**src/design/nqbe_pkg.sv**
```systemverilog
// Shared types and constants for the N-Queens backtracking enumerator.
// Holds the command, status and control-state codes and the attack-mask word.
// No dependencies; every other design file refers to this package by scoped names.
package nqbe_pkg;

  // Width of the board size and of one queen column.
  localparam int SIZE_W = 4;
  localparam int COL_W  = 4;

  // Attack masks cover every column a 4-bit column code can name.
  localparam int MASK_W = 16;

  // Result fields.
  localparam int PLACE_ROWS = 12;
  localparam int PLACE_W    = 48;
  localparam int COUNT_W    = 14;

  // Smallest board size that starts a search.
  localparam int MIN_SIZE = 4;

  typedef enum logic {
    CMD_START = 1'b0,
    CMD_NEXT  = 1'b1
  } cmd_t;

  typedef enum logic [1:0] {
    STAT_FOUND   = 2'd0,
    STAT_DONE    = 2'd1,
    STAT_INVALID = 2'd2,
    STAT_STARTED = 2'd3
  } status_t;

  typedef enum logic [1:0] {
    ST_IDLE,
    ST_SEARCH,
    ST_RESULT
  } state_t;

  // Columns and both diagonals attacked in one row by the queens above it.
  typedef struct packed {
    logic [MASK_W-1:0] cols;
    logic [MASK_W-1:0] ldiag;
    logic [MASK_W-1:0] rdiag;
  } nqbe_masks_t;

endpackage

```
**src/design/nqbe_in_if.sv**
```systemverilog
// Request channel interface: valid/ready handshake with the command word.
// Depends on nqbe_pkg for the field widths.
interface nqbe_in_if;
  logic                            valid;
  logic                            ready;
  logic                            cmd;
  logic [nqbe_pkg::SIZE_W-1:0]     board_side;

  modport source (output valid, output cmd, output board_side, input ready);
  modport sink   (input valid, input cmd, input board_side, output ready);
endinterface

```
**src/design/nqbe_out_if.sv**
```systemverilog
// Result channel interface: valid/ready handshake with the result word.
// Depends on nqbe_pkg for the field widths.
interface nqbe_out_if;
  logic                             valid;
  logic                             ready;
  logic [1:0]                       status;
  logic [nqbe_pkg::PLACE_W-1:0]     placement;
  logic [nqbe_pkg::COUNT_W-1:0]     solution_count;

  modport source (output valid, output status, output placement, output solution_count,
                  input ready);
  modport sink   (input valid, input status, input placement, input solution_count,
                  output ready);
endinterface

```
**src/design/n_queens_backtrack_enumerator_unit.sv**
```systemverilog
// Top level of the N-Queens backtracking enumerator: control, search step and result register.
// Instantiates a chain of nqbe_cell rows; uses nqbe_pkg, nqbe_in_if and nqbe_out_if.
//
//   Channel  Direction  Word fields
//   in_ch    sink       cmd, board_side
//   out_ch   source     status, placement, solution_count
//
// A start command, or a next command with no search running, goes from ST_IDLE to ST_RESULT
// and then into the output register. A next command with a search running first passes through
// ST_SEARCH, where each cycle places one queen, backs up one row or finds row 0 exhausted.
// Reset (rst, synchronous) ends any search and clears the size, the count and the channels.
// One word is worked on at a time; a finished result waits in the output register, and the
// next word is taken while it waits, but its own result waits until that one is taken.
module n_queens_backtrack_enumerator_unit #(
  parameter int MAX_N = 12
) (
  input  logic            clk,
  input  logic            rst,
  nqbe_in_if.sink         in_ch,
  nqbe_out_if.source      out_ch
);

  localparam int RW        = $clog2(MAX_N);
  localparam int CW1       = nqbe_pkg::COL_W + 1;
  localparam int PACK_ROWS = (MAX_N < nqbe_pkg::PLACE_ROWS) ? MAX_N : nqbe_pkg::PLACE_ROWS;

  nqbe_pkg::state_t               state;
  nqbe_pkg::state_t               state_next;
  logic [RW-1:0]                  row;
  logic [CW1-1:0]                 col;
  logic                           from_cell;
  logic                           at_solution;
  logic [nqbe_pkg::SIZE_W-1:0]    active_size;
  logic [nqbe_pkg::COUNT_W-1:0]   found_total;
  logic                           live;
  nqbe_pkg::status_t              res_status;

  logic                           out_valid;
  logic [1:0]                     out_status;
  logic [nqbe_pkg::PLACE_W-1:0]   out_placement;
  logic [nqbe_pkg::COUNT_W-1:0]   out_count;

  logic                           in_ready;
  logic                           in_fire;
  logic                           place_en;
  logic                           out_load;

  nqbe_pkg::nqbe_masks_t          cell_masks [MAX_N];
  nqbe_pkg::nqbe_masks_t          down_masks [MAX_N];
  logic [nqbe_pkg::COL_W-1:0]     cell_col   [MAX_N];
  logic                           down_load  [MAX_N];

  nqbe_pkg::nqbe_masks_t          sel_masks;
  logic [nqbe_pkg::COL_W-1:0]     sel_col;
  logic [CW1-1:0]                 col_eff;
  logic [nqbe_pkg::MASK_W-1:0]    cand;
  logic                           hit;
  logic [nqbe_pkg::COL_W-1:0]     pick;
  logic [nqbe_pkg::SIZE_W-1:0]    last_row;
  logic                           is_last;
  logic                           size_ok;
  logic [nqbe_pkg::PLACE_W-1:0]   packed_board;

  // Row cells: cell 0 always sees an empty board above it.
  for (genvar i = 0; i < MAX_N; i++) begin : g_cell
    logic                  up_load_i;
    nqbe_pkg::nqbe_masks_t up_masks_i;
    if (i == 0) begin : g_first
      assign up_load_i  = 1'b1;
      assign up_masks_i = '0;
    end else begin : g_rest
      assign up_load_i  = down_load[i-1];
      assign up_masks_i = down_masks[i-1];
    end
    nqbe_cell u_cell (
      .clk        (clk),
      .up_load    (up_load_i),
      .up_masks   (up_masks_i),
      .place      (place_en && (row == RW'(i))),
      .col_in     (pick),
      .down_load  (down_load[i]),
      .down_masks (down_masks[i]),
      .masks      (cell_masks[i]),
      .column     (cell_col[i])
    );
  end

  // Handshake qualifiers.
  assign in_fire = in_ch.valid && in_ready;
  assign size_ok = (int'(in_ch.board_side) >= nqbe_pkg::MIN_SIZE) &&
                   (int'(in_ch.board_side) <= MAX_N);

  // Search step: lowest free column at or after the start column in the current row.
  assign sel_masks = cell_masks[row];
  assign sel_col   = cell_col[row];
  assign col_eff   = from_cell ? (CW1'(sel_col) + CW1'(1)) : col;
  assign last_row  = active_size - nqbe_pkg::SIZE_W'(1);
  assign is_last   = (nqbe_pkg::SIZE_W'(row) == last_row);

  always_comb begin
    for (int j = 0; j < nqbe_pkg::MASK_W; j++) begin
      cand[j] = !sel_masks.cols[j] && !sel_masks.ldiag[j] && !sel_masks.rdiag[j] &&
                (j < int'(active_size)) && (j >= int'(col_eff));
    end
  end

  always_comb begin
    pick = '0;
    for (int j = nqbe_pkg::MASK_W - 1; j >= 0; j--) begin
      if (cand[j]) begin
        pick = nqbe_pkg::COL_W'(j);
      end
    end
  end

  assign hit = |cand;

  // Board packing for a found solution; rows beyond the size read as zero.
  always_comb begin
    packed_board = '0;
    for (int r = 0; r < PACK_ROWS; r++) begin
      if (r < int'(active_size)) begin
        packed_board[r*nqbe_pkg::COL_W +: nqbe_pkg::COL_W] = cell_col[r];
      end
    end
  end

  // Next-state logic.
  always_comb begin
    state_next = state;
    case (state)
      nqbe_pkg::ST_IDLE: begin
        if (in_fire) begin
          if (in_ch.cmd == nqbe_pkg::CMD_NEXT && live) begin
            state_next = nqbe_pkg::ST_SEARCH;
          end else begin
            state_next = nqbe_pkg::ST_RESULT;
          end
        end
      end
      nqbe_pkg::ST_SEARCH: begin
        if ((hit && is_last) || (!hit && row == '0)) begin
          state_next = nqbe_pkg::ST_RESULT;
        end
      end
      nqbe_pkg::ST_RESULT: begin
        if (out_load) begin
          state_next = nqbe_pkg::ST_IDLE;
        end
      end
      default: state_next = nqbe_pkg::ST_IDLE;
    endcase
  end

  // Control outputs.
  always_comb begin
    in_ready = 1'b0;
    place_en = 1'b0;
    out_load = 1'b0;
    case (state)
      nqbe_pkg::ST_IDLE:   in_ready = 1'b1;
      nqbe_pkg::ST_SEARCH: place_en = hit;
      nqbe_pkg::ST_RESULT: out_load = !out_valid || out_ch.ready;
      default: ;
    endcase
  end

  // Control state and search registers.
  always_ff @(posedge clk) begin
    if (rst) begin
      state       <= nqbe_pkg::ST_IDLE;
      live        <= 1'b0;
      active_size <= '0;
      found_total <= '0;
      at_solution <= 1'b0;
    end else begin
      state <= state_next;
      if (in_fire) begin
        if (in_ch.cmd == nqbe_pkg::CMD_START) begin
          found_total <= '0;
          at_solution <= 1'b0;
          if (size_ok) begin
            active_size <= in_ch.board_side;
            live        <= 1'b1;
            res_status  <= nqbe_pkg::STAT_STARTED;
          end else begin
            active_size <= '0;
            live        <= 1'b0;
            res_status  <= nqbe_pkg::STAT_INVALID;
          end
        end else if (!live) begin
          res_status <= nqbe_pkg::STAT_DONE;
        end else if (at_solution) begin
          // Resume from the last row of the previous solution, one column further on.
          row       <= last_row[RW-1:0];
          from_cell <= 1'b1;
        end else begin
          row       <= '0;
          col       <= '0;
          from_cell <= 1'b0;
        end
      end else if (state == nqbe_pkg::ST_SEARCH) begin
        if (hit) begin
          if (is_last) begin
            if (found_total != '1) begin
              found_total <= found_total + nqbe_pkg::COUNT_W'(1);
            end
            at_solution <= 1'b1;
            res_status  <= nqbe_pkg::STAT_FOUND;
          end else begin
            row       <= row + RW'(1);
            col       <= '0;
            from_cell <= 1'b0;
          end
        end else if (row == '0) begin
          // Row 0 has no column left: the walk is exhausted.
          live        <= 1'b0;
          at_solution <= 1'b0;
          res_status  <= nqbe_pkg::STAT_DONE;
        end else begin
          row       <= row - RW'(1);
          from_cell <= 1'b1;
        end
      end
    end
  end

  // Output register.
  always_ff @(posedge clk) begin
    if (rst) begin
      out_valid <= 1'b0;
    end else if (out_load) begin
      out_valid <= 1'b1;
    end else if (out_ch.ready) begin
      out_valid <= 1'b0;
    end
  end

  always_ff @(posedge clk) begin
    if (out_load) begin
      out_status    <= res_status;
      out_placement <= (res_status == nqbe_pkg::STAT_FOUND) ? packed_board : '0;
      out_count     <= found_total;
    end
  end

  assign in_ch.ready           = in_ready;
  assign out_ch.valid          = out_valid;
  assign out_ch.status         = out_status;
  assign out_ch.placement      = out_placement;
  assign out_ch.solution_count = out_count;

endmodule

```
**src/design/nqbe_cell.sv**
```systemverilog
// One board row of the enumerator chain: its queen column and the attack masks it sees.
// Hands the masks for the row below to its neighbor when a queen is placed here.
// Depends on nqbe_pkg.
module nqbe_cell (
  input  logic                        clk,
  input  logic                        up_load,
  input  nqbe_pkg::nqbe_masks_t       up_masks,
  input  logic                        place,
  input  logic [nqbe_pkg::COL_W-1:0]  col_in,
  output logic                        down_load,
  output nqbe_pkg::nqbe_masks_t       down_masks,
  output nqbe_pkg::nqbe_masks_t       masks,
  output logic [nqbe_pkg::COL_W-1:0]  column
);

  logic [nqbe_pkg::MASK_W-1:0] col_bit;

  // Masks arrive from the row above; the column is written when this row places.
  always_ff @(posedge clk) begin
    if (up_load) begin
      masks <= up_masks;
    end
    if (place) begin
      column <= col_in;
    end
  end

  // One-hot code of the column being placed.
  always_comb begin
    for (int j = 0; j < nqbe_pkg::MASK_W; j++) begin
      col_bit[j] = (nqbe_pkg::COL_W'(j) == col_in);
    end
  end

  // The row below sees this queen in its column and one step along each diagonal.
  always_comb begin
    down_masks.cols  = masks.cols | col_bit;
    down_masks.ldiag = (masks.ldiag | col_bit) << 1;
    down_masks.rdiag = (masks.rdiag | col_bit) >> 1;
    down_load        = place;
  end

endmodule
```
**src/flat_wrapper.sv**
```systemverilog
// flat-port wrapper written by rule: the top's interface ports become plain ports
module n_queens_backtrack_enumerator_unit_flat 
#(
  parameter int MAX_N = 12
)
  (clk, rst, in_ch_valid, in_ch_cmd, in_ch_board_side, in_ch_ready, out_ch_valid, out_ch_status, out_ch_placement, out_ch_solution_count, out_ch_ready);
  nqbe_in_if in_ch_i ();
  nqbe_out_if out_ch_i ();
  input  logic clk;
  input  logic rst;
  input wire logic [$bits(in_ch_i.valid)-1:0] in_ch_valid;
  input wire logic [$bits(in_ch_i.cmd)-1:0] in_ch_cmd;
  input wire logic [$bits(in_ch_i.board_side)-1:0] in_ch_board_side;
  output wire logic [$bits(in_ch_i.ready)-1:0] in_ch_ready;
  output wire logic [$bits(out_ch_i.valid)-1:0] out_ch_valid;
  output wire logic [$bits(out_ch_i.status)-1:0] out_ch_status;
  output wire logic [$bits(out_ch_i.placement)-1:0] out_ch_placement;
  output wire logic [$bits(out_ch_i.solution_count)-1:0] out_ch_solution_count;
  input wire logic [$bits(out_ch_i.ready)-1:0] out_ch_ready;
  assign in_ch_i.valid = in_ch_valid;
  assign in_ch_i.cmd = in_ch_cmd;
  assign in_ch_i.board_side = in_ch_board_side;
  assign in_ch_ready = in_ch_i.ready;
  assign out_ch_valid = out_ch_i.valid;
  assign out_ch_status = out_ch_i.status;
  assign out_ch_placement = out_ch_i.placement;
  assign out_ch_solution_count = out_ch_i.solution_count;
  assign out_ch_i.ready = out_ch_ready;
  n_queens_backtrack_enumerator_unit #(.MAX_N(MAX_N)) u_core (.clk(clk), .rst(rst), .in_ch(in_ch_i), .out_ch(out_ch_i));
endmodule
```
**config.mk**
```make
export PLATFORM = sky130hd
export DESIGN_NAME = n_queens_backtrack_enumerator_unit_flat
export DESIGN_NICKNAME = d
export VERILOG_FILES = /design/src/design/nqbe_pkg.sv /design/src/design/nqbe_in_if.sv /design/src/design/nqbe_out_if.sv /design/src/design/n_queens_backtrack_enumerator_unit.sv /design/src/design/nqbe_cell.sv /design/src/flat_wrapper.sv
export SDC_FILE = /design/constraint.sdc
export NUM_CORES = 1
export LEC_CHECK = 0
export BUFFER_PORTS_ARGS = -buffer_cell sky130_fd_sc_hd__buf_2
export CORE_MARGIN = 10
export CORE_UTILIZATION = 36
export CTS_CLUSTER_DIAMETER = 60
export DETAILED_ROUTE_END_ITERATION = 8
export PLACE_DENSITY = 0.59
export SLEW_MARGIN = 20
export SYNTH_ARGS = -nofsm -noshare
export SYNTH_HDL_FRONTEND = slang
export SYNTH_SLANG_ARGS = --single-unit
```
**constraint.sdc**
```tcl
create_clock -name clk -period 5.75 [get_ports clk]
set_clock_uncertainty 0.05 [all_clocks]
set_input_delay 1.15 -clock clk [delete_from_list [all_inputs] [get_ports clk]]
set_output_delay 1.15 -clock clk [all_outputs]
set_load 0.01 [all_outputs]
```
==> key figures <==
Floorplanning
  – Die area: 82600 um2
  – # IOs: 75
  – Die H: 287 um
  – Core Footprint: 70500 um2
  – Row Count: 97
  – Die width: 287 um
  – Starting Density: 36.5%

Logic synthesis
  – Simple logic cell fraction of the synthesized area: 19.7%
  – Compound-Gate Fraction of Synth Area: 6.96%
  – Yosys cell types: 85
  – Synth warnings: 0
  – Synth Area in XOR/XNOR: 0.306%
  – Synth async-reset ratio: 0%
  – Post-Synth Adder-Cell Area: 0.438%
  – Syn Area/Cell: 13.8 um2
  – Most common flop cell mapped by yosys: edfxtp_1
  – Yosys reg bits: 598
  – Largest family of logic cells by synthesized area: simple AND/OR/NAND/NOR gates
  – Post-synthesis cell area: 25700 um2
  – Post-Syn Instances: 1862
  – Post-synthesis mux area share: 1.64%
  – Seq/Total Area, Yosys: 68.9%
  – EDFF count, synth: 575

Placement
  – Number of port buffers: 74
  – DP Worst Slack: 0.435 ns
  – Post-DP HPWL: 44.8 mm
  – Final Wtd Congestion: 0.870
  – Cell Area, Placed: 28100 um2

Power
  – Part of the power in registers: 53.6%
  – Leak pwr: 10.3 nW
  – Peak VDD IR: 0.000213 V
  – Clk pwr share: 41.6%
  – Internal power: 7.05 mW
  – Switch Pwr: 1.90 mW
  – PwrDens: 298 nW/um2
  – Power consumption: 8.94 mW
  – Comb power frac: 4.7%
  – Sw Share: 21.2%

STA
  – Max Slew Vio Count: 0
  – Hold_ws: 0.438 ns
  – Final worst slack: 0.306 ns
  – Unrepaired setup endpoints after global routing: no
  – Crit share post-route: 94.7%
  – Fmax: 184 MHz
  – Final Hold Viols: 0
  – # setup viols final: 0
  – Least-Margin Pin Slew: 1.21 ns
  – Relative slew margins: 18.9%
  – Min Tclk post-route: 5.44 ns

Clocking
  – Postcts setup bufs: 0
  – CTS buffer count: 61
  – H-tree depth: 2
  – Clock buffer depth: 3
  – Clk sinks: 598
  – Worst-Skew Late Latency: 0.63 ns
  – Post_cts resized: 0
  – CTS tree: yes
  – Hold buffers post-CTS: 0
  – Reg clk slew, reported paths: 0.06 ns
  – Root Driver: clkbuf_16

Cells and area
  – Filler Cell Count: 6355
  – Final core area utilization: 42.6%
  – Nets: 2031
  – Finished Cell Area: 30000 um2
  – Area Overhead vs Synth: 16.7%
  – Share of cells above drive strength 1: 28.2%

Detailed routing
  – Routed wire per std cell: 20.2 um
  – Drt first-iter violations: 1226
  – Post-route ant nets: 0
  – Via count: 15400
  – Drt drc: 0
  – First-pass DRT Iterations: 5
  – Vias per cell: 5.12
  – Final WL: 60.8 mm

GRT
  – Vias in the first global route: 15400
  – Initial antenna violation count: 1
  – Overflow after GRT: 0
  – Total GRT Usage: 14.5%
  – First-pass GRT wire length: 92.3 mm
  – Largest net degree at the start of global routing: 106

Flow run
  – Total of max-cap violations: 0

Worst setup path
  – Crit start category: flip-flop
  – WP data arrival: 5.70 ns
  – Largest fanout on the critical path: 44
  – WS Path Type: flip-flop to flip-flop
  – Critical path capture point type: flip-flop
  – Required @ worst endpoint: 6.00 ns

Worst hold path
  – Worst min path class: flip-flop to flip-flop

Run status
  – Status: finished, final reports clean
-- worst max-delay path, cell delays in order, from the launching register on --
cell and delay (ns):
edfxtp_1 0.74, mux4_2 0.57, and2_1 0.19, a221oi_2 0.33, inv_2 0.12, ha_1 0.36, inv_1 0.21, o21ai_0 0.15
o211a_1 0.18, or2_1 0.26, or4_1 0.54, a22oi_2 0.25, nor3_1 0.11, nand2_1 0.26, nand2_1 0.27, nor2_4 0.22
buf_12 0.25
-- cell type report --
cell class | instances | area, um2 | area share, %
flip-flops and latches | 598 | 17700 | 59.0
repair buffers | 173 | 1530 | 5.08
multi-input cells | 1158 | 7620 | 25.4
clock buffers | 71 | 1560 | 5.21
inverters | 21 | 78.8 | 0.263
clock inverters | 43 | 329 | 1.10
well taps | 940 | 1180 | 3.92
diodes | 1 | 2.50 | 0.00833
-- Yosys cell counts (8+ instances only) --
| cell | n | area (um2) |
|---|---|---|
| a211oi_1 | 27 | 203 |
| buf_2 | 26 | 130 |
| nor3_1 | 73 | 365 |
| a21oi_1 | 47 | 235 |
| nand2b_1 | 126 | 788 |
| ha_1 | 9 | 113 |
| and2_1 | 49 | 307 |
| inv_1 | 16 | 60.1 |
| o41ai_1 | 9 | 78.8 |
| dfxtp_1 | 23 | 460 |
| nand3_1 | 24 | 120 |
| mux2i_1 | 13 | 130 |
| nand2_1 | 56 | 210 |
| or2_1 | 36 | 225 |
| nor4_1 | 71 | 444 |
| and3_1 | 24 | 150 |
| a31oi_1 | 11 | 68.8 |
| buf_4 | 9 | 67.6 |
| o21a_1 | 10 | 75.1 |
| clkbuf_1 | 50 | 188 |
| or4_1 | 8 | 60.1 |
| o311ai_0 | 13 | 114 |
| nor2b_1 | 12 | 75.1 |
| edfxtp_1 | 575 | 17300 |
| or2_2 | 269 | 1680 |
| or3_1 | 21 | 131 |
| nor2_1 | 55 | 206 |
| mux4_2 | 10 | 225 |
| o21ai_0 | 34 | 170 |
-- logic make-up after synthesis --
family | Yosys count
other | 1
adders and majority gates | 9
AOI/OAI and AO/OA | 244
xor gates and xnor gates | 9
DFF | 598
muxes | 29
buffers and inverters | 116
and+or+nand+nor | 856
-- layout by cell type, fill, tap and decap left out, drive strengths merged, types with 8 or more instances in the layout --
cell,count
a211oi,28
a21oi,48
a31oi,12
and2,49
and3,24
buf,173
clkbuf,71
clkinv,34
conb,11
dfxtp,23
edfxtp,575
ha,9
inv,24
mux2i,13
mux4,10
nand2,56
nand2b,126
nand3,24
nor2,55
nor2b,12
nor3,76
nor4,73
nor4b,8
o21a,10
o21ai,35
o311ai,14
o41ai,9
or2,305
or3,21
or4,8
-- power groups by stage --
stage	sequential, mW	combinational (mW)	clock (mW)
global route	4.80	0.458	3.98
global placement	4.89	0.423	0
floorplan	4.90	0.224	0
CTS	4.80	0.426	3.82
detailed placement	4.89	0.424	0
finish	4.80	0.423	3.72
-- per-layer routing --
layer | vias to the layer above | part of all wire, % | track usage [%]
li1 | 7286 | - | -
met1 | 7587 | 44 | 19.1
met2 | 424 | 48 | 24.0
met3 | 102 | 5.3 | 2.27
met4 | 0 | 3.1 | 5.12
met5 | - | 0 | 0
-- through the flow --
step | std cells | setup TNS, ns
global placement | 2890 | 0
global route | 3004 | 0
detailed placement | 2890 | 0
floorplan | 1872 | -219.63
CTS | 3004 | 0
finish | 3005 | 0
-- flip-flops by register name, summed over array words and instances, names as in the netlist --
name,cells
u_core.out_ch.valid,1
u_core.state,2
u_core.res_status,2
u_core.g_cell.u_cell.masks,456
u_core.out_ch.status,2
u_core.from_cell,1
u_core.at_solution,1
u_core.g_cell.u_cell.column,48
u_core.found_total,14
u_core.live,1
u_core.out_ch.solution_count,14
u_core.active_size,4
u_core.row,4
u_core.out_ch.placement,48
-- worst paths after layout --
kind                                                           from                                           to  slack, ns  depth (start not counted)
worst max-delay path                        u_core.row[0]$_DFFE_PP_  u_core.g_cell[2].u_cell.masks[14]$_DFFE_PP_       0.31                         16
worst min register to register  u_core.found_total[10]$_SDFFE_PP0P_   u_core.out_ch.solution_count[10]$_DFFE_PP_       0.44                          0
worst max register to register              u_core.row[0]$_DFFE_PP_  u_core.g_cell[2].u_cell.masks[14]$_DFFE_PP_       0.31                         16
worst min-delay path            u_core.found_total[10]$_SDFFE_PP0P_   u_core.out_ch.solution_count[10]$_DFFE_PP_       0.44                          0
Note: power is estimated with default switching activity, not from simulation.
